$ cat src/sv/rbb_pkg.sv
package rbb_pkg;

  localparam int MAX_WIDTH_DEF    = 1024;
  localparam int FRAME_WIDTH_RST  = 1024;
  localparam int FRAME_HEIGHT_RST = 1024;

  localparam int CH_W    = 8;
  localparam int PIX_W   = 3 * CH_W;
  localparam int LINE_W  = 2 * PIX_W;   // {line_two_above, line_above}
  localparam int FW_W    = 11;          // frame_width register
  localparam int FH_W    = 16;          // frame_height register
  localparam int SUM_W   = 12;          // nine 8-bit values

  localparam int CFG_IDX_W = 2;
  localparam int CFG_W     = 16;
  localparam logic [CFG_IDX_W-1:0] REG_FRAME_WIDTH  = 2'd0;
  localparam logic [CFG_IDX_W-1:0] REG_FRAME_HEIGHT = 2'd1;

  localparam int FIFO_DEPTH = 8;
  localparam int FIFO_AW    = $clog2(FIFO_DEPTH);
  localparam int CNT_W      = $clog2(FIFO_DEPTH + 1);

  // x / 9 == (x * 7282) >> 16 for every x below 32768
  localparam int MEAN_RECIP_W = 13;
  localparam logic [MEAN_RECIP_W-1:0] MEAN_RECIP = 13'd7282;
  localparam int MEAN_SHIFT   = 16;
  localparam int PROD_W       = SUM_W + MEAN_RECIP_W;

  typedef struct packed {
    logic [CH_W-1:0] red_in;
    logic [CH_W-1:0] green_in;
    logic [CH_W-1:0] blue_in;
    logic            drain;
  } pix_in_t;

  typedef struct packed {
    logic [CH_W-1:0] red_out;
    logic [CH_W-1:0] green_out;
    logic [CH_W-1:0] blue_out;
    logic            frame_end;
  } pix_out_t;

  typedef struct packed {
    logic emit;
    logic interior;
    logic last;
  } tag_t;

  // item in the line-memory read stage
  typedef struct packed {
    logic             valid;
    logic             fwd;
    logic [PIX_W-1:0] pix;
    tag_t             tag;
  } front_t;

  // window sums on their way to the divider
  typedef struct packed {
    logic             valid;
    logic             interior;
    logic             last;
    logic [SUM_W-1:0] sum_r;
    logic [SUM_W-1:0] sum_g;
    logic [SUM_W-1:0] sum_b;
    logic [PIX_W-1:0] center;
  } mid_t;

  function automatic logic [CH_W-1:0] mean9(input logic [SUM_W-1:0] sum);
    logic [PROD_W-1:0] prod;
    prod = PROD_W'(sum) * PROD_W'(MEAN_RECIP);
    return prod[MEAN_SHIFT +: CH_W];
  endfunction

endpackage

$ cat src/sv/rbb_out_fifo.sv
module rbb_out_fifo (
  input  logic                      clk,
  input  logic                      rst_n,
  input  rbb_pkg::mid_t             s3,
  output logic                      out_valid,
  input  logic                      out_stall,
  output rbb_pkg::pix_out_t         out_data,
  output logic [rbb_pkg::CNT_W-1:0] fill
);

  localparam int CW = rbb_pkg::CH_W;

  rbb_pkg::pix_out_t                buf_r [0:rbb_pkg::FIFO_DEPTH-1];
  logic [rbb_pkg::FIFO_AW-1:0]      wr_ptr_r, rd_ptr_r;
  logic [rbb_pkg::CNT_W-1:0]        cnt_r, cnt_nxt;
  rbb_pkg::pix_out_t                res;
  logic                             pop;

  always_comb begin
    if (s3.interior) begin
      res.red_out   = rbb_pkg::mean9(s3.sum_r);
      res.green_out = rbb_pkg::mean9(s3.sum_g);
      res.blue_out  = rbb_pkg::mean9(s3.sum_b);
    end else begin
      res.red_out   = s3.center[2*CW +: CW];
      res.green_out = s3.center[CW +: CW];
      res.blue_out  = s3.center[0 +: CW];
    end
    res.frame_end = s3.last;
  end

  assign pop = out_valid && !out_stall;

  always_comb begin
    cnt_nxt = cnt_r;
    if (s3.valid && !pop) begin
      cnt_nxt = cnt_r + 1'b1;
    end else if (!s3.valid && pop) begin
      cnt_nxt = cnt_r - 1'b1;
    end
  end

  always_ff @(posedge clk) begin
    if (!rst_n) begin
      wr_ptr_r <= '0;
      rd_ptr_r <= '0;
      cnt_r    <= '0;
    end else begin
      cnt_r <= cnt_nxt;
      if (s3.valid) begin
        wr_ptr_r <= wr_ptr_r + 1'b1;
      end
      if (pop) begin
        rd_ptr_r <= rd_ptr_r + 1'b1;
      end
    end
  end

  always_ff @(posedge clk) begin
    if (s3.valid) begin
      buf_r[wr_ptr_r] <= res;
    end
  end

  assign out_valid = cnt_r != '0;
  assign out_data  = buf_r[rd_ptr_r];
  assign fill      = cnt_r;

endmodule

$ cat config.mk
export PLATFORM = sky130hd
export DESIGN_NAME = rbb_out_fifo
export DESIGN_NICKNAME = d
export VERILOG_FILES = /design/src/sv/rbb_pkg.sv /design/src/sv/rbb_out_fifo.sv
export SDC_FILE = /design/constraint.sdc
export NUM_CORES = 1
export LEC_CHECK = 0
export ABC_AREA = 1
export BUFFER_PORTS_ARGS = -buffer_cell sky130_fd_sc_hd__buf_4
export CAP_MARGIN = 20
export CORE_UTILIZATION = 56
export CTS_CLUSTER_SIZE = 10
export DETAILED_ROUTE_END_ITERATION = 16
export GPL_TIMING_DRIVEN = 0
export HOLD_SLACK_MARGIN = 0.12
export PLACE_DENSITY = 0.88
export SETUP_SLACK_MARGIN = 0.1
export SYNTH_ARGS = -nofsm -noshare
export SYNTH_HDL_FRONTEND = slang
export SYNTH_SLANG_ARGS = --single-unit
$ cat constraint.sdc
create_clock -name clk -period 4.5 [get_ports clk]
set_input_delay 0.45 -clock clk [delete_from_list [all_inputs] [get_ports clk]]
set_output_delay 0.45 -clock clk [all_outputs]
set_load 0.01 [all_outputs]
==> results.md <==
- Status: finished clean
- CP delay by family, top: adder cells
- Clock-pin slew on the worst setup and hold paths: 0.05 ns
- Die area: 28500 µm²
- Final instance area: 17800 µm²
- Min Hold Slack: 0.194 ns
- Die Ht: 169 µm
- Antenna violations before repair: 0
- Core Area: 27200 µm²
- Endpoint class of the critical path: flip-flop
- Multi-input gate area: 8410 µm²
- Syn avg cell area: 9.46 µm²
- Fin. Hold Viols: 0
- # setup viols final: 0
- First-pass GRT wire length: 60700 µm
- Final Slew Violations: 0
- # H-tree levels: 1
- Post-synth cell types: 36
- Fin nets: 2137
- # fillers: 2094
- Crit path kind: input port to flip-flop
- CTS tree: built
- Area grow syn2layout: 13.8%
- Register area share after synthesis: 0.402
- Crit-path cells: buf_4 -> clkinvlp_4 -> fa_1 -> inv_1 -> ha_4 -> inv_1 -> fa_1 -> inv_1 -> fa_1 -> inv_1 -> fa_1 -> inv_1 -> ha_4 -> nand2_2 -> inv_1 -> nand2_1 -> nand3_2 -> a21oi_2 -> nand3_2 -> a31oi_4
- Vias/cell: 5.67
- Worst hold path class: input port to flip-flop
- Crit Path Max Fanout: 8
- Worst slew pin tran: 0.930 ns
- Area after DPL: 16900 µm²
- Min cycle time layout: 4.31 ns
- Largest net degree at the start of global routing: 26
- Worst clock skew: 0.0187 ns
- Hpwl dp: 29100 µm
- CP max-delay cell: fa_1
- Cts bufs inserted: 25
- # hold bufs at CTS: 0
- RSZ-0062 raised after global routing: yes
- Max Clock Freq: 232 MHz
- Row count: 60
- Die W: 169 µm
- Starting Density: 0.574
- CP startpoint kind: input port
- Ports: 96
- Synth Register Bits: 213
- Leak pwr: 8.20 nW
- Setup ws final: 0.186 ns
- Final period utilization: 0.959
- WP buf/inv: 8
- First-pass DRT Iterations: 7
- PortBufs: 95
- Post-Syn Nets: 2009
- Seq. cell area: 6270 µm²
- Most used cell along the critical path: inv_1
- Layout cell share with drive strength beyond 1: 0.110
- Util after Layout: 0.653
- Clk buf depth: 3
- CTS Sinks: 213
- Pwr/cell area: 628 nW/µm²
- CTS root buf: clkbuf_16
- Setup Slack @ Placement: -0.611 ns
- # DRC: 0
- 1st-iter DRT viols: 993
- DRT antenna net count: 0
- Worst vdd ir: 357 µV
- Latest clock arrival within the worst-skew pair: 0.52 ns
- Headroom to the max-slew limit: 0.378
- Mapped Cells: 1649
- RD Place Congestion: 0.958
- GRT overflow: 0
- Total Wirelength: 38500 µm
- Critical Path RT: 4.79 ns
- Number of global-route vias before repair: 12400
- Vias: 12200
- Synth warn: 0
- Final TNS setup: 0 ns
- Wire per inst: 17.8 µm
- Crit-path max cell delay: 0.54 ns
- Gr usage total: 0.269
- Diode count: 0
- Worst EP arrival: 4.60 ns
- Max Cap Violations: 0
- Synth Cell Area: 15600 µm²
## final cells by class
| cell class | count | share of cell area |
|---|---|---|
| Buffer | 42 | 0.0109 |
| Clock buffer | 35 | 0.0374 |
| Clock inverter | 2 | 0.000987 |
| Inverter | 250 | 0.0531 |
| Multi-Input combinational cell | 1144 | 0.474 |
| Sequential cell | 213 | 0.353 |
| Tap cell | 372 | 0.0262 |
| Timing Repair Buffer | 101 | 0.0448 |
## where the power goes
part	switching [mW]	total [mW]	internal, mW
Sequential	0.0605	2.73	2.67
Combinational	4.33	6.69	2.36
Clock	0.724	1.73	1.01
Total	5.12	11.1	6.03
## placed cells by master (no fill, tap or decap), types with 3 or more instances in the layout
master and n:
xnor2_1 4, nand3_1 65, inv_1 246, buf_2 14, nand4_1 4, fa_1 88
nor2_1 245, clkbuf_16 25, a31oi_1 25, o22ai_1 25, buf_4 96, a21o_1 7
edfxtp_1 200, o21bai_1 12, o21a_1 5, nor2_2 6, o21ai_1 3, buf_8 5
nor4_1 3, xor2_1 8, nor2_4 3, a21oi_2 5, nand2_2 13, clkbuf_1 35
ha_1 204, nor3_1 7, nand3b_1 3, nor3_2 3, a21oi_1 45, nand2_1 224
o21ai_0 117, dfxtp_1 13
## final timing paths
path         depth (start not counted)                  endpoint  slack (ns)                startpoint
max                                 20     buf_r[0][4]$_DFFE_PP_        0.19                    s3[33]
min                                  1     buf_r[0][0]$_DFFE_PP_        0.19                    s3[60]
max reg2reg                         14      fill[3]$_SDFFE_PN0P_        2.33      fill[0]$_SDFFE_PN0P_
min reg2reg                          2  rd_ptr_r[2]$_SDFFE_PN0P_        0.48  rd_ptr_r[2]$_SDFFE_PN0P_
## cells by family after synthesis
group	synth area share
flops	0.402
buf+inv	0.0727
compound gates	0.0895
fa+ha+maj	0.278
xor+xnor	0.00674
simple gates	0.151
## timing repair
item | 4_1_cts | 5_1_grt
resized for setup | 6 | 34
buffers inserted | 0 | 1
pin swaps | 1 | 4
endpoints found under the setup margin | 32 | 144
## synth_stat cells
library cell,count,share of area
nand4_2,1,0.00080
clkbuf_8,1,0.00088
nor4_1,4,0.0016
nand4_1,4,0.0016
o22ai_1,25,0.010
o21ai_0,119,0.038
nand3_1,67,0.021
ha_1,206,0.17
o211ai_1,1,0.00048
xnor2_1,4,0.0022
nor3_1,10,0.0032
a21oi_1,50,0.016
inv_2,2,0.00048
o21a_1,5,0.0024
nand2_1,238,0.057
o21ai_1,2,0.00064
edfxtp_1,200,0.38
o21bai_1,13,0.0063
inv_1,247,0.059
clkbuf_1,25,0.0060
nand3b_1,3,0.0014
dfxtp_1,13,0.017
xor2_1,8,0.0045
clkbuf_2,1,0.00032
or2_2,2,0.00080
a31oi_1,29,0.012
nor3_4,1,0.0010
fa_1,88,0.11
buf_2,14,0.0045
and2_4,1,0.00056
nor3b_1,1,0.00048
buf_6,1,0.00072
clkinv_2,1,0.00032
nor2_1,254,0.061
a21o_1,7,0.0034
a21boi_0,1,0.00048
## sequential cells by signal (all words and copies together), names as in the netlist, named ones only
signal,flops
rd_ptr_r,3
buf_r,200
wr_ptr_r,3
fill,4
## metrics by stage
step,cells,power (mW)
finish,2159,11.1
CTS,2158,10.8
global route,2159,12.0
global placement,2116,8.78
floorplan,1649,7.17
detailed placement,2121,9.04
## layer usage
metal / routed length (µm) / GRT usage
met5: 0 / 0
met4: 1220 / 0.0949
met3: 2910 / 0.0341
met2: 19200 / 0.483
met1: 15100 / 0.334
Power figures use the tool's default switching activity.
