$ cat src/sv/rbb_pkg.sv
package rbb_pkg;

  localparam int MAX_WIDTH_DEF    = 1024;
  localparam int FRAME_WIDTH_RST  = 1024;
  localparam int FRAME_HEIGHT_RST = 1024;

  localparam int CH_W    = 8;
  localparam int PIX_W   = 3 * CH_W;
  localparam int LINE_W  = 2 * PIX_W;   // {line_two_above, line_above}
  localparam int FW_W    = 11;          // frame_width register
  localparam int FH_W    = 16;          // frame_height register
  localparam int SUM_W   = 12;          // nine 8-bit values

  localparam int CFG_IDX_W = 2;
  localparam int CFG_W     = 16;
  localparam logic [CFG_IDX_W-1:0] REG_FRAME_WIDTH  = 2'd0;
  localparam logic [CFG_IDX_W-1:0] REG_FRAME_HEIGHT = 2'd1;

  localparam int FIFO_DEPTH = 8;
  localparam int FIFO_AW    = $clog2(FIFO_DEPTH);
  localparam int CNT_W      = $clog2(FIFO_DEPTH + 1);

  // x / 9 == (x * 7282) >> 16 for every x below 32768
  localparam int MEAN_RECIP_W = 13;
  localparam logic [MEAN_RECIP_W-1:0] MEAN_RECIP = 13'd7282;
  localparam int MEAN_SHIFT   = 16;
  localparam int PROD_W       = SUM_W + MEAN_RECIP_W;

  typedef struct packed {
    logic [CH_W-1:0] red_in;
    logic [CH_W-1:0] green_in;
    logic [CH_W-1:0] blue_in;
    logic            drain;
  } pix_in_t;

  typedef struct packed {
    logic [CH_W-1:0] red_out;
    logic [CH_W-1:0] green_out;
    logic [CH_W-1:0] blue_out;
    logic            frame_end;
  } pix_out_t;

  typedef struct packed {
    logic emit;
    logic interior;
    logic last;
  } tag_t;

  // item in the line-memory read stage
  typedef struct packed {
    logic             valid;
    logic             fwd;
    logic [PIX_W-1:0] pix;
    tag_t             tag;
  } front_t;

  // window sums on their way to the divider
  typedef struct packed {
    logic             valid;
    logic             interior;
    logic             last;
    logic [SUM_W-1:0] sum_r;
    logic [SUM_W-1:0] sum_g;
    logic [SUM_W-1:0] sum_b;
    logic [PIX_W-1:0] center;
  } mid_t;

  function automatic logic [CH_W-1:0] mean9(input logic [SUM_W-1:0] sum);
    logic [PROD_W-1:0] prod;
    prod = PROD_W'(sum) * PROD_W'(MEAN_RECIP);
    return prod[MEAN_SHIFT +: CH_W];
  endfunction

endpackage

$ cat src/sv/rbb_ctrl.sv
module rbb_ctrl #(
  parameter  int MAX_WIDTH = rbb_pkg::MAX_WIDTH_DEF,
  localparam int AW        = $clog2(MAX_WIDTH)
) (
  input  logic                           clk,
  input  logic                           rst_n,
  input  logic                           in_valid,
  output logic                           in_stall,
  input  rbb_pkg::pix_in_t               in_data,
  input  logic                           cfg_valid,
  output logic                           cfg_ready,
  input  logic [rbb_pkg::CFG_IDX_W-1:0]  cfg_index,
  input  logic [rbb_pkg::CFG_W-1:0]      cfg_data,
  input  logic [rbb_pkg::CNT_W-1:0]      fill,
  input  logic                           s2_busy,
  input  logic                           s3_busy,
  output logic [AW-1:0]                  rd_addr,
  output rbb_pkg::front_t                s1,
  output logic [AW-1:0]                  s1_col
);

  localparam int RST_W = (rbb_pkg::FRAME_WIDTH_RST > MAX_WIDTH) ?
                         MAX_WIDTH : rbb_pkg::FRAME_WIDTH_RST;
  localparam int OCC_W = rbb_pkg::CNT_W + 1;

  logic [AW-1:0]              w_m1_r, w_m1_nxt;
  logic [rbb_pkg::FH_W-1:0]   h_m1_r, h_m1_nxt;
  logic [AW-1:0]              in_col_r, in_col_nxt;
  logic [1:0]                 in_row_r, in_row_nxt;
  logic [AW-1:0]              ocol_r, ocol_nxt;
  logic [rbb_pkg::FH_W-1:0]   orow_r, orow_nxt;
  logic                       s1_v_r;
  logic                       s1_fwd_r;
  logic [rbb_pkg::PIX_W-1:0]  s1_pix_r;
  rbb_pkg::tag_t              s1_tag_r;
  logic [AW-1:0]              s1_col_r;

  logic                       accept;
  logic                       cfg_hit;
  logic                       emit, last, interior;
  logic [rbb_pkg::FW_W-1:0]   wv;
  logic [31:0]                wv32;
  logic [OCC_W-1:0]           occ;

  // results already committed: buffered plus still in the pipe
  assign occ = OCC_W'(fill) + OCC_W'(s1_v_r) + OCC_W'(s2_busy) + OCC_W'(s3_busy);
  assign in_stall  = occ >= OCC_W'(rbb_pkg::FIFO_DEPTH);
  assign cfg_ready = 1'b1;
  assign accept    = in_valid && !in_stall;
  assign cfg_hit   = cfg_valid && (cfg_index == rbb_pkg::REG_FRAME_WIDTH ||
                                   cfg_index == rbb_pkg::REG_FRAME_HEIGHT);

  assign emit     = (in_row_r == 2'd2) || (in_row_r == 2'd1 && in_col_r != '0);
  assign last     = (orow_r == h_m1_r) && (ocol_r == w_m1_r);
  assign interior = (orow_r != '0) && (orow_r != h_m1_r) &&
                    (ocol_r != '0) && (ocol_r != w_m1_r);

  assign wv   = cfg_data[rbb_pkg::FW_W-1:0];
  assign wv32 = 32'(wv);

  always_comb begin
    w_m1_nxt   = w_m1_r;
    h_m1_nxt   = h_m1_r;
    in_col_nxt = in_col_r;
    in_row_nxt = in_row_r;
    ocol_nxt   = ocol_r;
    orow_nxt   = orow_r;
    if (cfg_hit) begin
      if (cfg_index == rbb_pkg::REG_FRAME_WIDTH) begin
        if (wv == '0) begin
          w_m1_nxt = '0;
        end else if (wv32 > 32'(MAX_WIDTH)) begin
          w_m1_nxt = AW'(MAX_WIDTH - 1);
        end else begin
          w_m1_nxt = AW'(wv32 - 32'd1);
        end
      end else begin
        h_m1_nxt = (cfg_data == '0) ? '0 : cfg_data - 1'b1;
      end
      in_col_nxt = '0;
      in_row_nxt = '0;
      ocol_nxt   = '0;
      orow_nxt   = '0;
    end else if (accept) begin
      if (in_col_r == w_m1_r) begin
        in_col_nxt = '0;
        if (in_row_r != 2'd2) begin
          in_row_nxt = in_row_r + 2'd1;
        end
      end else begin
        in_col_nxt = in_col_r + 1'b1;
      end
      if (emit) begin
        if (last) begin
          // frame done: next item opens a new frame
          in_col_nxt = '0;
          in_row_nxt = '0;
          ocol_nxt   = '0;
          orow_nxt   = '0;
        end else if (ocol_r == w_m1_r) begin
          ocol_nxt = '0;
          orow_nxt = orow_r + 1'b1;
        end else begin
          ocol_nxt = ocol_r + 1'b1;
        end
      end
    end
  end

  always_ff @(posedge clk) begin
    if (!rst_n) begin
      w_m1_r   <= AW'(RST_W - 1);
      h_m1_r   <= rbb_pkg::FH_W'(rbb_pkg::FRAME_HEIGHT_RST - 1);
      in_col_r <= '0;
      in_row_r <= '0;
      ocol_r   <= '0;
      orow_r   <= '0;
      s1_v_r   <= 1'b0;
    end else begin
      w_m1_r   <= w_m1_nxt;
      h_m1_r   <= h_m1_nxt;
      in_col_r <= in_col_nxt;
      in_row_r <= in_row_nxt;
      ocol_r   <= ocol_nxt;
      orow_r   <= orow_nxt;
      s1_v_r   <= accept;
    end
  end

  always_ff @(posedge clk) begin
    if (accept) begin
      s1_pix_r <= in_data.drain ? '0 :
                  {in_data.red_in, in_data.green_in, in_data.blue_in};
      s1_col_r <= in_col_r;
      s1_tag_r <= '{emit: emit, interior: interior, last: last};
      // previous item writes this column on the same edge as our read
      s1_fwd_r <= s1_v_r && (s1_col_r == in_col_r);
    end
  end

  assign rd_addr  = in_col_r;
  assign s1_col   = s1_col_r;
  assign s1.valid = s1_v_r;
  assign s1.fwd   = s1_fwd_r;
  assign s1.pix   = s1_pix_r;
  assign s1.tag   = s1_tag_r;

endmodule

$ cat config.mk
export PLATFORM = sky130hd
export DESIGN_NAME = rbb_ctrl
export DESIGN_NICKNAME = d
export VERILOG_FILES = /design/src/sv/rbb_pkg.sv /design/src/sv/rbb_ctrl.sv
export SDC_FILE = /design/constraint.sdc
export NUM_CORES = 1
export LEC_CHECK = 0
export BUFFER_PORTS_ARGS = -buffer_cell sky130_fd_sc_hd__buf_2
export CAP_MARGIN = 20
export CORE_MARGIN = 8
export CORE_UTILIZATION = 30
export DETAILED_ROUTE_END_ITERATION = 10
export PLACE_DENSITY = 0.55
export SYNTH_ARGS = -nofsm -noshare
export SYNTH_HDL_FRONTEND = slang
export SYNTH_SLANG_ARGS = --single-unit
$ cat constraint.sdc
create_clock -name clk -period 5.5 [get_ports clk]
set_clock_uncertainty 0.2 [all_clocks]
set_input_delay 0.55 -clock clk [delete_from_list [all_inputs] [get_ports clk]]
set_output_delay 0.55 -clock clk [all_outputs]
set_load 0.005 [all_outputs]
==> flow_summary.ini, run 1 <==
[cts]
cts_repair_resize_count = 0
cts_tree = done
clk_pin_slew_ns = 0.07
clock_latency_ns = 0.35
cts.sinks = 103
cts_buffers = 9
post_cts_buffers = 0
cts_max_level = 3
cts_buffer_depth = 2
hold_buffers = 0
cts_root_buf = clkbuf_16

[finish]
area_delta_synth_final_pct = 17.13
n_antenna_cell = 0
layout.cells.non_filler = 848
fill_cells = 1742
multi_input_area_um2 = 2601
nets = 685
ff_latch_area_um2 = 2442
drive_gt1_frac = 0.2311

[global_route]
overflow = 0
antenna_found_initial = 0
grt_usage = 0.1145
grt_pass1_wl_um = 20580
grt_max_degree = 44
grt_pass1_vias = 4068

[power_and_ir_drop]
netSwitchingPower_uw = 375.6
pwr-share-seq = 0.534
p_int_mw = 1.187
swShare = 0.2404
p_clk_frac = 0.382
power-per-cell-area_nw_per_um2 = 252.6
p_comb_frac = 0.084
p_leak_nw = 2.228
ir_worst_vdd_mv = 0.1506

[worst_hold_path]
min-delay-start = rst_n
hold_class = in2reg

[place]
gp_congestion = 0.7995
dp_cells = 832
port_buffers = 102
hpwl_um = 9696

[route]
wl_per_cell_um = 14.89
ant_nets = 0
drt_iter0_markers = 216
vias = 4083
dr.pass1.iters = 4
drc = 0
finalWirelength_um = 12630
routed_via_density = 4.815

[sta]
setup_viol = 0
finalCriticalPeriod_ns = 3.597
fin_crit_sh = 0.6540
rsz0062_at_grt = false
fmax_mhz = 278.0
max_slew_margin = 0.4167
fin_tns_setup_ns = 0
tightest_slew_ns = 0.8655
whs_ns = 0.2231
hold_viol = 0
slew_violations = 0

[critical_path]
ff2ff_setup_slack_ns = 1.90
worstReg2RegStart = s1_v_r
critical_path.startpoint = s1_v_r
arrival_ns = 3.64
critPathKind = reg2reg
crit_required_ns = 5.54
worst_setup_path_end_kind = flip-flop
critical_path.max_fanout = 12
cp-start-kind = flip-flop

[synthesis]
synth_warnings = 0
synthArstFlopShare = 0
postSynthAreaPerCell_um2 = 9.909
synth_edf_count = 38
synth_seq_cells = 103
syn_inst = 533
syn_nets = 600
ys_seq_area_frac = 0.4624
ys_types = 62
synthFlopType = dfxtp_1
syn_area_um2 = 5281

[flow_run]
cap_violations = 0

[die]
fp.dieH_um = 148.7
ios = 104
fp.dieArea_um2 = 22110
coreArea_um2 = 17240
die_x_um = 148.7
start_util = 0.3064
num_rows = 48

[run_status]
status = finished clean
==> cell families after synthesis <==
group	synth area share
DFF	0.4624
AOI/OAI and AO/OA	0.1066
buffers and inverters	0.04644
other	0.0007101
muxes	0.001895
adders and majority gates	0.03601
and+or+nand+nor	0.2199
xor gates and xnor gates	0.1260
==> layout by cell type (no fill, tap or decap), drive strengths merged, types with 11 or more instances in the layout <==
cell type    n
nor3        11
dfxtp       65
edfxtp      38
buf        104
nor2b       27
nor2        43
nor4        13
ha          12
xor2        30
inv         20
o21ai       28
nand4       15
a21oi       36
nand2       32
xnor2       46
nand3       14
==> final cells by class <==
class | instances | share of cell area
clock inverter | 6 | 0.007484
clock buffer | 10 | 0.03701
timing repair buffer | 104 | 0.08495
sequential | 103 | 0.3948
multi-input combinational | 384 | 0.4205
tap | 225 | 0.04551
inverter | 16 | 0.009709
==> stage by stage <==
stage	util	cell area, µm²	worst slack [ns]	total power, mW
floorplan	-	5281	0.9759	0.9268
global placement	0.3429	5911	1.648	0.9824
detailed placement	0.3429	5911	1.548	0.9861
CTS	0.3589	6186	1.864	1.588
global route	0.3589	6186	1.604	1.634
finish	0.3589	6186	1.903	1.563
==> state kept, by name, indices dropped and copies added, names as in the netlist <==
register / flops
ocol_r: 10
s1: 3
s1_v_r: 1
s1_pix_r: 24
s1_fwd_r: 1
s1_col: 10
w_m1_r: 10
in_row_r: 2
h_m1_r: 16
rd_addr: 10
orow_r: 16
==> critical path: stages (launching register included) <==
cell and delay [ns]:
dfxtp_1 0.39, fa_1 0.44, ha_1 0.23, fa_1 0.36, nand3b_1 0.16, o211ai_1 0.49
and3_1 0.43, nand3b_1 0.11, nand3_1 0.37, a2bb2o_1 0.31
==> Yosys cell counts, drive strengths merged (3+ instances only) <==
cell type / n / area, µm²
nand2b: 3 / 21.27
and3: 8 / 51.30
inv: 16 / 60.06
or2: 3 / 18.77
or3: 8 / 55.05
and2: 4 / 26.28
dfxtp: 65 / 1301
buf: 12 / 82.58
a31oi: 3 / 18.77
nor2b: 27 / 168.9
nor3: 11 / 65.06
nand2: 32 / 122.6
edfxtp: 38 / 1141
a221o: 8 / 80.08
o21ai: 28 / 140.1
xnor2: 46 / 402.9
nor4: 13 / 112.6
clkbuf: 18 / 102.6
xor2: 30 / 262.8
nor2: 43 / 161.4
a21oi: 36 / 180.2
nand3b: 10 / 75.07
nand3: 14 / 75.07
ha: 12 / 150.1
nand4: 15 / 100.1
==> layer usage <==
layer | up-vias | share of wire | wire length [µm] | GRT usage
li1 | 2035 | - | - | -
met1 | 1903 | 0.47 | 5912 | 0.1457
met2 | 133 | 0.44 | 5557 | 0.1784
met3 | 12 | 0.080 | 1007 | 0.04254
met4 | 0 | 0.012 | 151 | 0.03060
met5 | - | 0 | 0 | 0
==> power groups by stage <==
stage / sequential (mW) / combinational [mW] / clock [mW]
finish: 0.834 / 0.132 / 0.596
CTS: 0.835 / 0.135 / 0.619
global placement: 0.852 / 0.131 / 0
global route: 0.837 / 0.148 / 0.649
floorplan: 0.850 / 0.0772 / 0
detailed placement: 0.852 / 0.134 / 0
==> path summary, 6_finish.rpt <==
kind	to	depth (start not counted)
max	in_row_r[1]	9
min	w_m1_r[6]	2
max reg2reg	in_row_r[1]	9
min reg2reg	h_m1_r[14]	2
Note: power is estimated with default switching activity, not from simulation.
==> inputs of run 2 (changes only) <==
Clock period 5.5 ns to 3.5 ns, I/O delays scaled along.
==> run 2 against run 1 <==
Against the previous run:
- fmax grew 12%
- flip-flop and latch count is the same
- routed wire length grew 2.8%
- register-to-register slack lost 1.6 ns
- cell area grew 1.6%
- non-clock buffer count grew 6
- sequential power grew 57%
- highest routed layer unchanged
- critical path type unchanged
==> flow_summary.ini, run 2 (synthesis gave the netlist of run 1 again) <==
[global_route]
overflow = 0
use_met3 = 0.04376
grt_pass1_wl_um = 21290
grt_max_degree = 34
antenna_found_initial = 0
grt_pass1_vias = 4152
grt_util_met1 = 0.1491
grt-busiest-layer = met2
use_met2 = 0.1886
grt_usage = 0.1188

[critical_path]
ff2ff_setup_slack_ns = 0.30
critical_path.max_fanout = 8
critPathKind = reg2reg
path_common_cell = fa_1
rr_worst_depth = 10
cp_cell_sequence = fa_1, ha_1, fa_1, nand3b_1, o211ai_1, buf_4, nand3_2, or3_4, or3_1, a21oi_1
cp-start-kind = flip-flop
worstReg2RegEnd = orow_r[3]
worstReg2RegStart = s1_v_r
arrival_ns = 3.28
max_stage_delay_ns = 0.44
path_buf_inv = 1
critPathTopFamily = adder cells
crit_required_ns = 3.58
worst_setup_path_end_kind = flip-flop
critPathSlowestCell = fa_1

[finish]
reg_top3 = s1_pix_r: 24 flops, h_m1_r: 16 flops, orow_r: 16 flops
top_register = s1_pix_r
multi_input_area_um2 = 2601
n_antenna_cell = 0
ff_latch_area_um2 = 2442
nets = 691
fill_cells = 1745
final_common_cell = buf_2
fin_util = 0.3645
layout.cells.non_filler = 854
finalInstanceArea_um2 = 6282
final_cell_mix = buf_2 (102), dfxtp_1 (65), xnor2_1 (46)
drive_gt1_frac = 0.2385
largest_reg_flops = 24
area_delta_synth_final_pct = 18.95

[power_and_ir_drop]
p_total_mw = 2.592
p_leak_nw = 2.276
power-per-cell-area_nw_per_um2 = 412.6
ir_worst_vdd_mv = 0.2287

[place]
hpwl_um = 10030
dpl-instance-area_um2 = 5968
dp_cells = 838
port_buffers = 102
gp_congestion = 0.8464

[die]
num_rows = 48
fp.dieH_um = 148.7
fp.dieArea_um2 = 22110
die_x_um = 148.7
start_util = 0.3064
coreArea_um2 = 17240
ios = 104

[worst_hold_path]
hold_depth = 2
min_to = w_m1_r[6]
hold_class = in2reg
min-delay-start = rst_n

[route]
wl_per_cell_um = 15.20
finalWirelength_um = 12980
drc = 0
drt_iter0_markers = 209
vias = 4139
ant_nets = 0
routed_via_density = 4.847
dr.pass1.iters = 5

[sta]
fin_tns_setup_ns = 0
finalCriticalPeriod_ns = 3.198
max_slew_margin = 0.3708
fmax_mhz = 312.7
setup_viol = 0
fin_crit_sh = 0.9138
rsz0062_at_grt = false
tightest_slew_ns = 0.9336
slew_violations = 0
hold_viol = 0

[cts]
cts_buffers = 9
cts.sinks = 103
post_cts_buffers = 0
clock_latency_ns = 0.35
cts_buffer_depth = 2
hold_buffers = 0
cts_repair_resize_count = 0
clk_pin_slew_ns = 0.07
cts_root_buf = clkbuf_16
cts_tree = done
cts_max_level = 3

[run_status]
status = finished clean

[flow_run]
cap_violations = 0
-- run 2: cell count changes in the layout (fill, tap and decap cells not counted), sizes merged --
cell and change:
buf +6, inv -4, bufinv +2, clkinv +2
-- run 2: layout make-up --
| cell class | count | area share |
|---|---|---|
| clock buffers | 10 | 0.03645 |
| repair buffers | 110 | 0.09281 |
| well taps | 225 | 0.04481 |
| multi-input cells | 384 | 0.4141 |
| inverters | 16 | 0.009560 |
| clock inverters | 6 | 0.01354 |
| flip-flops and latches | 103 | 0.3888 |
-- run 2: worst max-delay path by stage --
stage	from	slack, ns	endpoint	cells past startpoint
2_1_floorplan	fill[0]	0.12	in_row_r[0]	10
3_3_place_gp	fill[0]	0.26	orow_r[12]	11
3_5_place_dp	fill[0]	0.17	orow_r[9]	11
4_1_cts	s1_v_r	0.29	orow_r[3]	10
5_1_grt	s1_v_r	0.18	orow_r[1]	10
6_report	s1_v_r	0.30	orow_r[3]	10
-- run 2: per-stage QoR --
step,hold slack (ns),setup slack (ns)
4_1_cts,0.009211,0.2871
3_3_place_gp,0.2803,0.2627
3_5_place_dp,0.2815,0.1729
5_1_grt,0.01998,0.1842
2_1_floorplan,0.2119,0.1160
6_report,0.01050,0.3017
-- run 2: routing by layer --
metal / part of all wire / vias up / wire (µm)
met5: 0 / - / 0
met3: 0.085 / 13 / 1099
li1: - / 2041 / -
met1: 0.46 / 1938 / 5995
met4: 0.012 / 0 / 160
met2: 0.44 / 147 / 5727
-- run 2: power breakdown --
part | total, mW | switching (mW) | internal, mW
clock | 1.06 | 0.438 | 0.624
sequential | 1.31 | 0.0268 | 1.28
combinational | 0.218 | 0.120 | 0.0982
total | 2.59 | 0.585 | 2.01
