File: src/sv/rbb_pkg.sv
package rbb_pkg;

  localparam int MAX_WIDTH_DEF    = 1024;
  localparam int FRAME_WIDTH_RST  = 1024;
  localparam int FRAME_HEIGHT_RST = 1024;

  localparam int CH_W    = 8;
  localparam int PIX_W   = 3 * CH_W;
  localparam int LINE_W  = 2 * PIX_W;   // {line_two_above, line_above}
  localparam int FW_W    = 11;          // frame_width register
  localparam int FH_W    = 16;          // frame_height register
  localparam int SUM_W   = 12;          // nine 8-bit values

  localparam int CFG_IDX_W = 2;
  localparam int CFG_W     = 16;
  localparam logic [CFG_IDX_W-1:0] REG_FRAME_WIDTH  = 2'd0;
  localparam logic [CFG_IDX_W-1:0] REG_FRAME_HEIGHT = 2'd1;

  localparam int FIFO_DEPTH = 8;
  localparam int FIFO_AW    = $clog2(FIFO_DEPTH);
  localparam int CNT_W      = $clog2(FIFO_DEPTH + 1);

  // x / 9 == (x * 7282) >> 16 for every x below 32768
  localparam int MEAN_RECIP_W = 13;
  localparam logic [MEAN_RECIP_W-1:0] MEAN_RECIP = 13'd7282;
  localparam int MEAN_SHIFT   = 16;
  localparam int PROD_W       = SUM_W + MEAN_RECIP_W;

  typedef struct packed {
    logic [CH_W-1:0] red_in;
    logic [CH_W-1:0] green_in;
    logic [CH_W-1:0] blue_in;
    logic            drain;
  } pix_in_t;

  typedef struct packed {
    logic [CH_W-1:0] red_out;
    logic [CH_W-1:0] green_out;
    logic [CH_W-1:0] blue_out;
    logic            frame_end;
  } pix_out_t;

  typedef struct packed {
    logic emit;
    logic interior;
    logic last;
  } tag_t;

  // item in the line-memory read stage
  typedef struct packed {
    logic             valid;
    logic             fwd;
    logic [PIX_W-1:0] pix;
    tag_t             tag;
  } front_t;

  // window sums on their way to the divider
  typedef struct packed {
    logic             valid;
    logic             interior;
    logic             last;
    logic [SUM_W-1:0] sum_r;
    logic [SUM_W-1:0] sum_g;
    logic [SUM_W-1:0] sum_b;
    logic [PIX_W-1:0] center;
  } mid_t;

  function automatic logic [CH_W-1:0] mean9(input logic [SUM_W-1:0] sum);
    logic [PROD_W-1:0] prod;
    prod = PROD_W'(sum) * PROD_W'(MEAN_RECIP);
    return prod[MEAN_SHIFT +: CH_W];
  endfunction

endpackage

File: src/sv/rbb_window.sv
module rbb_window (
  input  logic                       clk,
  input  logic                       rst_n,
  input  rbb_pkg::front_t            s1,
  input  logic [rbb_pkg::LINE_W-1:0] rd_data,
  output logic                       wr_en,
  output logic [rbb_pkg::LINE_W-1:0] wr_data,
  output logic                       s2_busy,
  output rbb_pkg::mid_t              s3
);

  localparam int PW = rbb_pkg::PIX_W;
  localparam int CW = rbb_pkg::CH_W;
  localparam int SW = rbb_pkg::SUM_W;

  logic [PW-1:0] win_r [0:2][0:2];   // [row][column], column 2 newest
  logic [PW-1:0] fwd_above_r, fwd_two_r;
  logic          s2_v_r;
  logic          s2_interior_r, s2_last_r;
  rbb_pkg::mid_t s3_r;

  logic [PW-1:0] above, two_above;
  logic [SW-1:0] sum_r, sum_g, sum_b;

  assign above     = s1.fwd ? fwd_above_r : rd_data[PW-1:0];
  assign two_above = s1.fwd ? fwd_two_r   : rd_data[2*PW-1:PW];

  assign wr_en   = s1.valid;
  assign wr_data = {above, s1.pix};

  always_ff @(posedge clk) begin
    if (!rst_n) begin
      for (int r = 0; r < 3; r++) begin
        for (int c = 0; c < 3; c++) begin
          win_r[r][c] <= '0;
        end
      end
    end else if (s1.valid) begin
      for (int r = 0; r < 3; r++) begin
        win_r[r][0] <= win_r[r][1];
        win_r[r][1] <= win_r[r][2];
      end
      win_r[0][2] <= two_above;
      win_r[1][2] <= above;
      win_r[2][2] <= s1.pix;
    end
  end

  always_ff @(posedge clk) begin
    if (s1.valid) begin
      fwd_above_r   <= s1.pix;
      fwd_two_r     <= above;
      s2_interior_r <= s1.tag.interior;
      s2_last_r     <= s1.tag.last;
    end
  end

  always_comb begin
    sum_r = '0;
    sum_g = '0;
    sum_b = '0;
    for (int r = 0; r < 3; r++) begin
      for (int c = 0; c < 3; c++) begin
        sum_r = sum_r + SW'(win_r[r][c][2*CW +: CW]);
        sum_g = sum_g + SW'(win_r[r][c][CW +: CW]);
        sum_b = sum_b + SW'(win_r[r][c][0 +: CW]);
      end
    end
  end

  always_ff @(posedge clk) begin
    if (!rst_n) begin
      s2_v_r     <= 1'b0;
      s3_r.valid <= 1'b0;
    end else begin
      s2_v_r     <= s1.valid && s1.tag.emit;
      s3_r.valid <= s2_v_r;
    end
  end

  always_ff @(posedge clk) begin
    if (s2_v_r) begin
      s3_r.interior <= s2_interior_r;
      s3_r.last     <= s2_last_r;
      s3_r.sum_r    <= sum_r;
      s3_r.sum_g    <= sum_g;
      s3_r.sum_b    <= sum_b;
      s3_r.center   <= win_r[1][1];
    end
  end

  assign s2_busy = s2_v_r;
  assign s3      = s3_r;

endmodule

File: config.mk
export PLATFORM = sky130hd
export DESIGN_NAME = rbb_window
export DESIGN_NICKNAME = d
export VERILOG_FILES = /design/src/sv/rbb_pkg.sv /design/src/sv/rbb_window.sv
export SDC_FILE = /design/constraint.sdc
export NUM_CORES = 1
export LEC_CHECK = 0
export ABC_CLOCK_PERIOD_IN_PS = 8800
export BUFFER_PORTS_ARGS = -buffer_cell sky130_fd_sc_hd__buf_2
export CAP_MARGIN = 20
export CORE_MARGIN = 3
export CORE_UTILIZATION = 50
export CTS_CLUSTER_SIZE = 28
export DETAILED_ROUTE_END_ITERATION = 16
export PLACE_DENSITY = 0.79
export SKIP_LAST_GASP = 1
export SLEW_MARGIN = 20
export SYNTH_ARGS = -nofsm -noshare
export SYNTH_HDL_FRONTEND = slang
export SYNTH_SLANG_ARGS = --single-unit
File: constraint.sdc
create_clock -name clk -period 8.8 [get_ports clk]
set_clock_uncertainty 0.15 [all_clocks]
set_input_delay 0.88 -clock clk [delete_from_list [all_inputs] [get_ports clk]]
set_output_delay 0.88 -clock clk [all_outputs]
set_load 0.05 [all_outputs]
==> reports/qor.txt, run 1 <==
clock root buffer -> clkbuf_16
Syn Inst Count -> 1207
post-CTS sizing -> 0
CP max FO -> 3
Die Ht -> 191.5 um
max frequency -> 0.2257 GHz
final hold vios -> 0
Post-synth top flop -> edfxtp_1
CP max stage cell -> fa_1
worst path required time -> 8900 ps
Post-synth EDFFs -> 328
layout cells sized above 1 -> 0.1966
CP Buf/Inv Count -> 2
fillers -> 2649
Crit Path Class -> flip-flop to flip-flop
cell depth of the worst setup path -> 12
final setup fails -> 0
setup bufs post-CTS -> 0
total CTS buffers -> 36
Iter 0 DRT Violations -> 444
Synth Warn # -> 0
cells along the critical path -> fa_1 > fa_1 > fa_1 > inv_1 > fa_1 > inv_1 > ha_1 > fa_1 > a21oi_1 > o211ai_1 > o41ai_1 > xnor2_1
# DRC -> 0
crit path to -> s3[34]
Post-DRT Antenna Nets -> 0
die area -> 36670 um^2
vias post-DR -> 9299
clk buf depth -> 3
peak supply drop -> 0.0001911 V
via/cell ratio -> 5.021
R2R cell count -> 12
number of diodes -> 0
max_cap viols -> 0
most frequent cells in the layout -> edfxtp_1 (328), inv_1 (244), buf_2 (189), fa_1 (162), and3_1 (120)
power per standard cell area -> 297.7 nW/um^2
Total Wirelength -> 30990 um
Tightest Pin Transition -> 893.7 ps
first-pass GRT wire length -> 50020 um
All-Layer GR Usage -> 0.1730
Routability Congestion -> 0.7882
clock sink count -> 330
Setup TNS -> 0 ps
drt wl/cell -> 16.73 um
H-tree levels -> 2
Die W -> 191.5 um
Syn Nets -> 1487
Leak -> 8.852 nW
Nets -> 1658
initial antenna violation count -> 1
Crit. End Element -> flip-flop
crit path DAT -> 4530 ps
minimum clock period -> 4431 ps
Crit path top cell by count -> fa_1
worst r2r src -> win_r[0][146]
clock latency on the worst-skew pair -> 510 ps
Seq/Total Area, Yosys -> 0.5748
ys async rst share -> 0
total grt overflow -> 0
cell class contributing the biggest share of worst-path delay -> adder cells
period utilisation layout -> 0.5036
CP startpoint -> win_r[0][146]
reg-to-reg slack, setup -> 4370 ps
Mapped Area -> 17200 um^2
status -> complete, no violations
Hold/Removal Path Class -> flip-flop to flip-flop
area grow syn2layout -> 13.64%
post-DP HPWL -> 21150 um
CP Launch Type -> flip-flop
Final Power -> 5.819 mW
row cnt -> 67
max_slew headroom -> 0.4042
RSZ-0062 raised after global routing -> no
Top-Level Pins -> 192
library cells used by synthesis -> 39
DR pass1 iterations -> 4
Post-CTS Hold Buffers -> 0
register bit total from synthesis -> 330
FF-to-FF End -> s3[34]
largest net degree at the start of global routing -> 99
port bufs -> 191
Pins Over Slew Limit -> 0
Core Area -> 33700 um^2
commonest non-fill, non-tap cell in the layout -> edfxtp_1
Clock Pin Slew Worst Setup and Hold Paths -> 60 ps
post-synthesis average cell area -> 14.25 um^2
vias in the first global route -> 9996
starting density of the core -> 0.5105
critical path's largest stage delay -> 580 ps
CTS tree -> built
cell families after synthesis:
kind of cell | Yosys count | share of synthesized area
adder cells (fa/ha/maj) | 201 | 0.2169
buffers and inverters | 310 | 0.07353
AO/OA/AOI/OAI | 46 | 0.01782
multiplexers | 48 | 0.02967
flip-flops | 330 | 0.5748
AND/OR/NAND/NOR | 254 | 0.07811
XOR/XNOR | 18 | 0.009164
routing by layer:
metal / routed length, um / vias up / track usage
met5: 0 / - / 0
met4: 880 / 0 / 0.05278
met3: 1602 / 61 / 0.03393
met2: 15410 / 222 / 0.2947
met1: 13100 / 4709 / 0.2264
li1: - / 4307 / -
report_power, final:
part | switching [mW] | internal, mW
combinational | 1.41 | 0.930
clock | 0.587 | 0.818
sequential | 0.0622 | 2.02
worst min-delay path by stage:
stage                        startpoint      to  slack (ps)  depth (start not counted)
final                     s2_interior_r  s3[61]         270                          0
after detailed placement  s2_interior_r  s3[61]         260                          0
after global placement    s2_interior_r  s3[61]         250                          0
after floorplan               s2_last_r  s3[60]         250                          0
after CTS                 s2_interior_r  s3[61]         270                          0
after global routing      s2_interior_r  s3[61]         290                          0
state kept, by name (all words and copies together) (netlist names):
signal and flops:
s3 63, s2_busy 1, s2_last_r 1, s2_interior_r 1, win_r 216, fwd_above_r 24
fwd_two_r 24
per-stage QoR:
stage / hold slack [ps] / setup WS, ps / cells / instance area [um^2] / util
after floorplan: 250.3 / 1719 / 1207 / 17200 / -
after global placement: 251.9 / 4410 / 1788 / 18460 / 0.5476
after detailed placement: 256.3 / 4341 / 1788 / 18460 / 0.5476
after CTS: 270.4 / 4335 / 1852 / 19540 / 0.5799
after global routing: 287.1 / 4129 / 1852 / 19550 / 0.5801
final: 270.3 / 4369 / 1852 / 19550 / 0.5801
layout make-up:
class / count / area, um^2 / area share
Clock buffer: 50 / 994.7 / 0.05088
Clock inverter: 14 / 92.59 / 0.004736
Inverter: 244 / 915.9 / 0.04685
Multi-Input combinational cell: 567 / 6065 / 0.3102
Sequential cell: 330 / 9893 / 0.5060
Tap cell: 448 / 560.5 / 0.02867
Timing Repair Buffer: 199 / 1028 / 0.05261
worst reg2reg max path: stages, from the launching register on:
cell	delay, ps
edfxtp_1	410
fa_1	580
fa_1	460
fa_1	540
inv_1	50
fa_1	480
inv_1	50
ha_1	230
fa_1	470
a21oi_1	190
o211ai_1	150
o41ai_1	330
xnor2_1	100
synthesized netlist by cell type, types with 3 or more instances:
cell	instances	area, um^2
nor2b_1	28	175.2
and3_1	120	750.7
o21ai_0	8	40.04
mux2i_1	24	240.2
buf_4	25	187.7
edfxtp_1	328	9849
xor2_1	4	35.03
o21bai_1	3	22.52
nand2_1	7	26.28
o21a_1	4	30.03
a21oi_1	11	55.05
ha_1	39	488.0
a21o_1	3	22.52
mux2_2	24	270.3
buf_2	6	30.03
o211ai_1	3	22.52
clkbuf_1	33	123.9
inv_1	244	915.9
xnor2_1	14	122.6
a211oi_1	3	22.52
nor2_1	89	334.1
a31oi_1	3	18.77
fa_1	162	3243
Power figures use the tool's default switching activity.
==> run 2, diff against run 1 <==
- ABC_AREA: default -> 1
- ABC_CLOCK_PERIOD_IN_PS: 8800 -> 3810
- PLACE_DENSITY: 0.79 -> 0.81
- clock period: 8.8 -> 3.81 ns (I/O delays scaled with it)
==> reports/qor.txt, run 2 <==
Leak -> 9.629 nW
die area -> 37560 um^2
Crit. End Element -> flip-flop
critical path's largest stage delay -> 600 ps
cells along the critical path -> fa_2 > fa_1 > fa_1 > inv_1 > fa_1 > inv_1 > ha_2 > inv_2 > fa_2 > inv_2 > nand2_2 > nand2_4 > nand3b_1 > nand3_1 > nand2_1
DR pass1 iterations -> 5
Seq/Total Area, Yosys -> 0.5608
row cnt -> 68
layout cells sized above 1 -> 0.2559
post-synthesis average cell area -> 11.80 um^2
Syn Inst Count -> 1494
peak supply drop -> 0.0006980 V
Nets -> 2039
max_slew headroom -> 0.3386
post-route setup slack -> -157.3 ps
RSZ-0062 raised after global routing -> yes
post-DP HPWL -> 24130 um
H-tree levels -> 2
violated checks -> setup timing
Syn Nets -> 1774
CP Launch Type -> flip-flop
cell class contributing the biggest share of worst-path delay -> adder cells
worst path required time -> 3920 ps
CP max FO -> 3
max reg flops -> 216
Synth Warn # -> 0
ys async rst share -> 0
CP Buf/Inv Count -> 4
Crit Path Class -> flip-flop to flip-flop
most numerous cell in the Yosys netlist -> inv_1
crit path DAT -> 4080 ps
Total Wirelength -> 37030 um
CTS tree -> built
clock latency on the worst-skew pair -> 510 ps
Post-synth EDFFs -> 328
Clock Pin Slew Worst Setup and Hold Paths -> 60 ps
initial antenna violation count -> 0
final setup fails -> 10
Hold/Removal Path Class -> primary input to flip-flop
Iter 0 DRT Violations -> 687
Synth area leader -> edfxtp_1
register bit total from synthesis -> 330
power per standard cell area -> 764.8 nW/um^2
final hold vios -> 0
clock sink count -> 330
Yosys top cell area share -> 0.5585
max_cap viols -> 0
Pins Over Slew Limit -> 0
vias post-DR -> 10870
first-pass GRT wire length -> 58420 um
starting density of the core -> 0.5092
Setup TNS -> -918.8 ps
Top-Level Pins -> 192
All-Layer GR Usage -> 0.1921
Crit path top cell by count -> fa_1
max frequency -> 0.2521 GHz
most frequent cells in the layout -> inv_1 (361), edfxtp_1 (328), buf_2 (191), nand2_1 (184), nor2_1 (174)
total grt overflow -> 0
period utilisation layout -> 1.041
Post-synth top flop -> edfxtp_1
Routability Congestion -> 0.8250
# DRC -> 0
Die W -> 193.8 um
largest net degree at the start of global routing -> 96
drt wl/cell -> 16.52 um
library cells used by synthesis -> 22
number of diodes -> 0
Core Area -> 34630 um^2
area grow syn2layout -> 20.43%
Synth area leaders -> edfxtp_1 (56%), fa_1 (18%), inv_1 (8.6%)
minimum clock period -> 3967 ps
Post-DRT Antenna Nets -> 0
status -> finished with violations
most flop-heavy register -> win_r
port bufs -> 191
clock root buffer -> clkbuf_16
via/cell ratio -> 4.852
Mapped Area -> 17630 um^2
Post-synth top cells -> inv_1 (406), edfxtp_1 (328), nand2_1 (218)
vias in the first global route -> 11610
commonest non-fill, non-tap cell in the layout -> inv_1
Die Ht -> 193.8 um
Tightest Pin Transition -> 990.7 ps
Worst Hold Slack -> 28.65 ps
total CTS buffers -> 37
CP max stage cell -> fa_2
clk buf depth -> 3
[run 2: logic make-up (layout without fill, tap and decap cells)]
logic type / count (synthesis) / after routing / share of synthesized area
buffers and inverters: 465 / 757 / 0.1116
adder cells (fa/ha/maj): 201 / 201 / 0.2116
AND/OR/NAND/NOR: 429 / 429 / 0.09451
XOR/XNOR: 9 / 9 / 0.004470
AO/OA/AOI/OAI: 60 / 60 / 0.01703
flip-flops: 330 / 330 / 0.5608
[run 2: power breakdown]
group | switching (mW) | internal (mW) | leakage [nW]
sequential | 0.147 | 4.62 | 3.47
clock | 1.43 | 1.94 | 0.557
combinational | 4.70 | 3.40 | 5.60
total | 6.28 | 9.96 | 9.63
[run 2: worst min-delay path, cell delays in order]
cell and delay, ps:
buf_2 70, nand2_1 50, nand2_1 70
[run 2: layout make-up]
cell class | count | area [um^2]
inverter | 407 | 1528
sequential | 330 | 9893
clock inverter | 24 | 163.9
tap | 455 | 569.3
clock buffer | 42 | 987.2
multi-input combinational | 699 | 6329
fill | 2538 | 13390
timing repair buffer | 284 | 1767
[run 2: timing repair]
| item | in CTS | in global routing |
|---|---|---|
| gates resized for setup | 47 | 106 |
| endpoints found under the hold margin | 27 | 0 |
| setup buffers | 6 | 12 |
| hold buffers | 27 | 0 |
| setup endpoints to repair | 21 | 23 |
| pin swaps | 44 | 80 |
[run 2: metrics by stage]
| stage | cell area (um^2) | setup slack, ps | power, mW | cells | util |
|---|---|---|---|---|---|
| detailed placement | 19160 | -195.1 | 10.89 | 2130 | 0.5533 |
| finish | 21240 | -157.3 | 16.24 | 2241 | 0.6133 |
| global route | 21240 | -292.7 | 17.34 | 2241 | 0.6133 |
| floorplan | 17640 | 2.290 | 9.066 | 1494 | - |
| global placement | 19160 | -148.9 | 10.60 | 2130 | 0.5533 |
| CTS | 20770 | -108.2 | 14.82 | 2229 | 0.5999 |
[run 2: per-layer routing]
metal,part of all wire,global-route usage
met5,0,0
met4,0.026,0.05304
met3,0.048,0.03145
met2,0.52,0.3352
met1,0.41,0.2522
[run 2: path summary, 6_finish.rpt]
| path | depth (start not counted) | slack [ps] | start | end |
|---|---|---|---|---|
| setup / recovery | 15 | -160 | win_r[0][162] | s3[56] |
| hold / removal | 3 | 30 | rd_data[21] | fwd_two_r[21] |
| setup reg to reg | 15 | -160 | win_r[0][162] | s3[56] |
| hold reg to reg | 0 | 270 | s2_last_r | s3[60] |
==> run 3, diff against run 2 <==
- ABC_AREA: 1 -> 0
- CAP_MARGIN: 20 -> default
==> reports/qor.txt, run 3 (same netlist as run 1, synthesis figures left out) <==
crit path to -> s3[34]
Total Wirelength -> 33520 um
first-pass GRT wire length -> 53920 um
clk buf depth -> 3
clock latency on the worst-skew pair -> 510 ps
clock network power share -> 0.209
largest net degree at the start of global routing -> 94
violated checks -> setup timing
most flop-heavy register -> win_r
Leak -> 9.389 nW
post-DP HPWL -> 22080 um
worst r2r src -> win_r[0][146]
Hold/Removal Path Class -> primary input to flip-flop
number of diodes -> 0
drt wl/cell -> 17.13 um
via/cell ratio -> 5.012
Iter 0 DRT Violations -> 520
minimum clock period -> 4248 ps
Clock Pin Slew Worst Setup and Hold Paths -> 60 ps
vias in the first global route -> 10650
most frequent cells in the layout -> edfxtp_1 (328), inv_1 (226), buf_2 (189), fa_1 (153), and3_1 (120)
port bufs -> 191
Comb power frac -> 0.483
max reg flops -> 216
power per standard cell area -> 748.2 nW/um^2
Crit path top cell by count -> fa_1
H-tree levels -> 2
Routability Congestion -> 0.8018
total CTS buffers -> 36
Hold Startpoint -> rd_data[46]
clock sink count -> 330
Crit. End Element -> flip-flop
reg-to-reg slack, setup -> -440 ps
critical path's largest stage delay -> 580 ps
CP max stage cell -> fa_1
RSZ-0062 raised after global routing -> yes
final hold vios -> 0
CP Launch Type -> flip-flop
Top-Level Pins -> 192
peak supply drop -> 0.0007142 V
Crit Path Class -> flip-flop to flip-flop
CP startpoint -> win_r[0][146]
row cnt -> 67
starting density of the core -> 0.5105
initial antenna violation count -> 0
power share of the sequential group -> 0.308
FF-to-FF End -> s3[34]
fillers -> 2483
total grt overflow -> 0
crit path DAT -> 4350 ps
post-route setup slack -> -437.5 ps
max_cap viols -> 0
CTS tree -> built
sw frac -> 0.3564
max frequency -> 0.2354 GHz
die area -> 36670 um^2
CP max FO -> 2
final setup fails -> 17
All-Layer GR Usage -> 0.1863
Setup TNS -> -3953 ps
period utilisation layout -> 1.115
internal cell power -> 10.03 mW
Tightest Pin Transition -> 850.2 ps
status -> finished with violations
Core Area -> 33700 um^2
Pins Over Slew Limit -> 0
# DRC -> 0
Post-DRT Antenna Nets -> 0
Finished Layout Cells -> 1957
layout cells sized above 1 -> 0.2830
commonest non-fill, non-tap cell in the layout -> edfxtp_1
DR pass1 iterations -> 5
R2R cell count -> 12
area grow syn2layout -> 21.02%
clock root buffer -> clkbuf_16
placed insts -> 1857
Die W -> 191.5 um
cells along the critical path -> fa_1 > fa_1 > fa_1 > inv_2 > fa_1 > inv_2 > ha_4 > fa_2 > a21oi_2 > o211ai_1 > o41ai_2 > xnor2_1
worst path required time -> 3910 ps
max_slew headroom -> 0.4332
post-place setup slack -> -436.2 ps
Die Ht -> 191.5 um
Nets -> 1763
P_sw -> 5.552 mW
vias post-DR -> 9808
[run 3: changes by cell type in the layout (fill, tap and decap cells not counted), moves of 9 or more]
cell and change:
a21oi_1 -48, and3_1 +120, buf_4 +17, inv_1 -135, inv_2 -28, mux2_2 +24
mux2i_1 +24, nand2_1 -178, nand2_2 -25, nor2_1 -88, nor2b_1 +26, xnor2_1 +9
[run 3: final cells by class]
class	instances	area (um^2)	share of cell area
Sequential cell	330	9893	0.4752
Multi-Input combinational cell	567	6405	0.3076
Timing Repair Buffer	304	1941	0.09321
Clock buffer	50	1025	0.04922
Inverter	244	915.9	0.04399
Tap cell	448	560.5	0.02692
Clock inverter	14	80.08	0.003846
[run 3: repair_timing]
item,in CTS,in global routing
endpoints found under the hold margin,27,0
pin swaps,43,37
setup buffers,7,5
hold buffers,27,0
endpoints found under the setup margin,20,24
gates resized for setup,35,37
[run 3: metrics by stage]
step	hold slack (ps)	util	power (mW)	area, um^2
global route	41.93	0.6178	16.70	20820
CTS	22.01	0.6131	15.05	20660
floorplan	250.3	-	9.261	17270
global placement	252.6	0.5659	10.88	19070
detailed placement	256.2	0.5659	11.10	19070
finish	47.50	0.6178	15.58	20820
[run 3: layer usage]
| layer | track usage | vias to the layer above | part of all wire |
|---|---|---|---|
| li1 | - | 4529 | - |
| met1 | 0.2422 | 4978 | 0.42 |
| met2 | 0.3291 | 255 | 0.52 |
| met3 | 0.03026 | 46 | 0.049 |
| met4 | 0.04601 | 0 | 0.020 |
| met5 | 0 | - | 0 |
[run 3: worst min-delay path by stage]
stage | endpoint | slack [ps] | cells after the start
floorplan | s3[60] | 250 | 0
global placement | s3[61] | 250 | 0
detailed placement | s3[60] | 260 | 0
CTS | win_r[0][22] | 20 | 3
global route | win_r[0][5] | 40 | 3
finish | win_r[0][22] | 50 | 3
[run 3: critical path: cells and delay by family (launching register included)]
| family | cells | cell delay [ps] |
|---|---|---|
| fa+ha+maj | 6 | 2570 |
| xor+xnor | 1 | 130 |
| buf+inv | 2 | 90 |
| flops | 1 | 410 |
| compound gates | 3 | 650 |
[run 3: power groups by stage]
stage	logic (mW)	clock network [mW]	registers, mW
3_5_place_dp	6.23	0	4.87
2_1_floorplan	3.93	0	5.33
3_3_place_gp	6.03	0	4.86
4_1_cts	6.93	3.32	4.80
6_report	7.53	3.26	4.79
5_1_grt	8.38	3.49	4.83
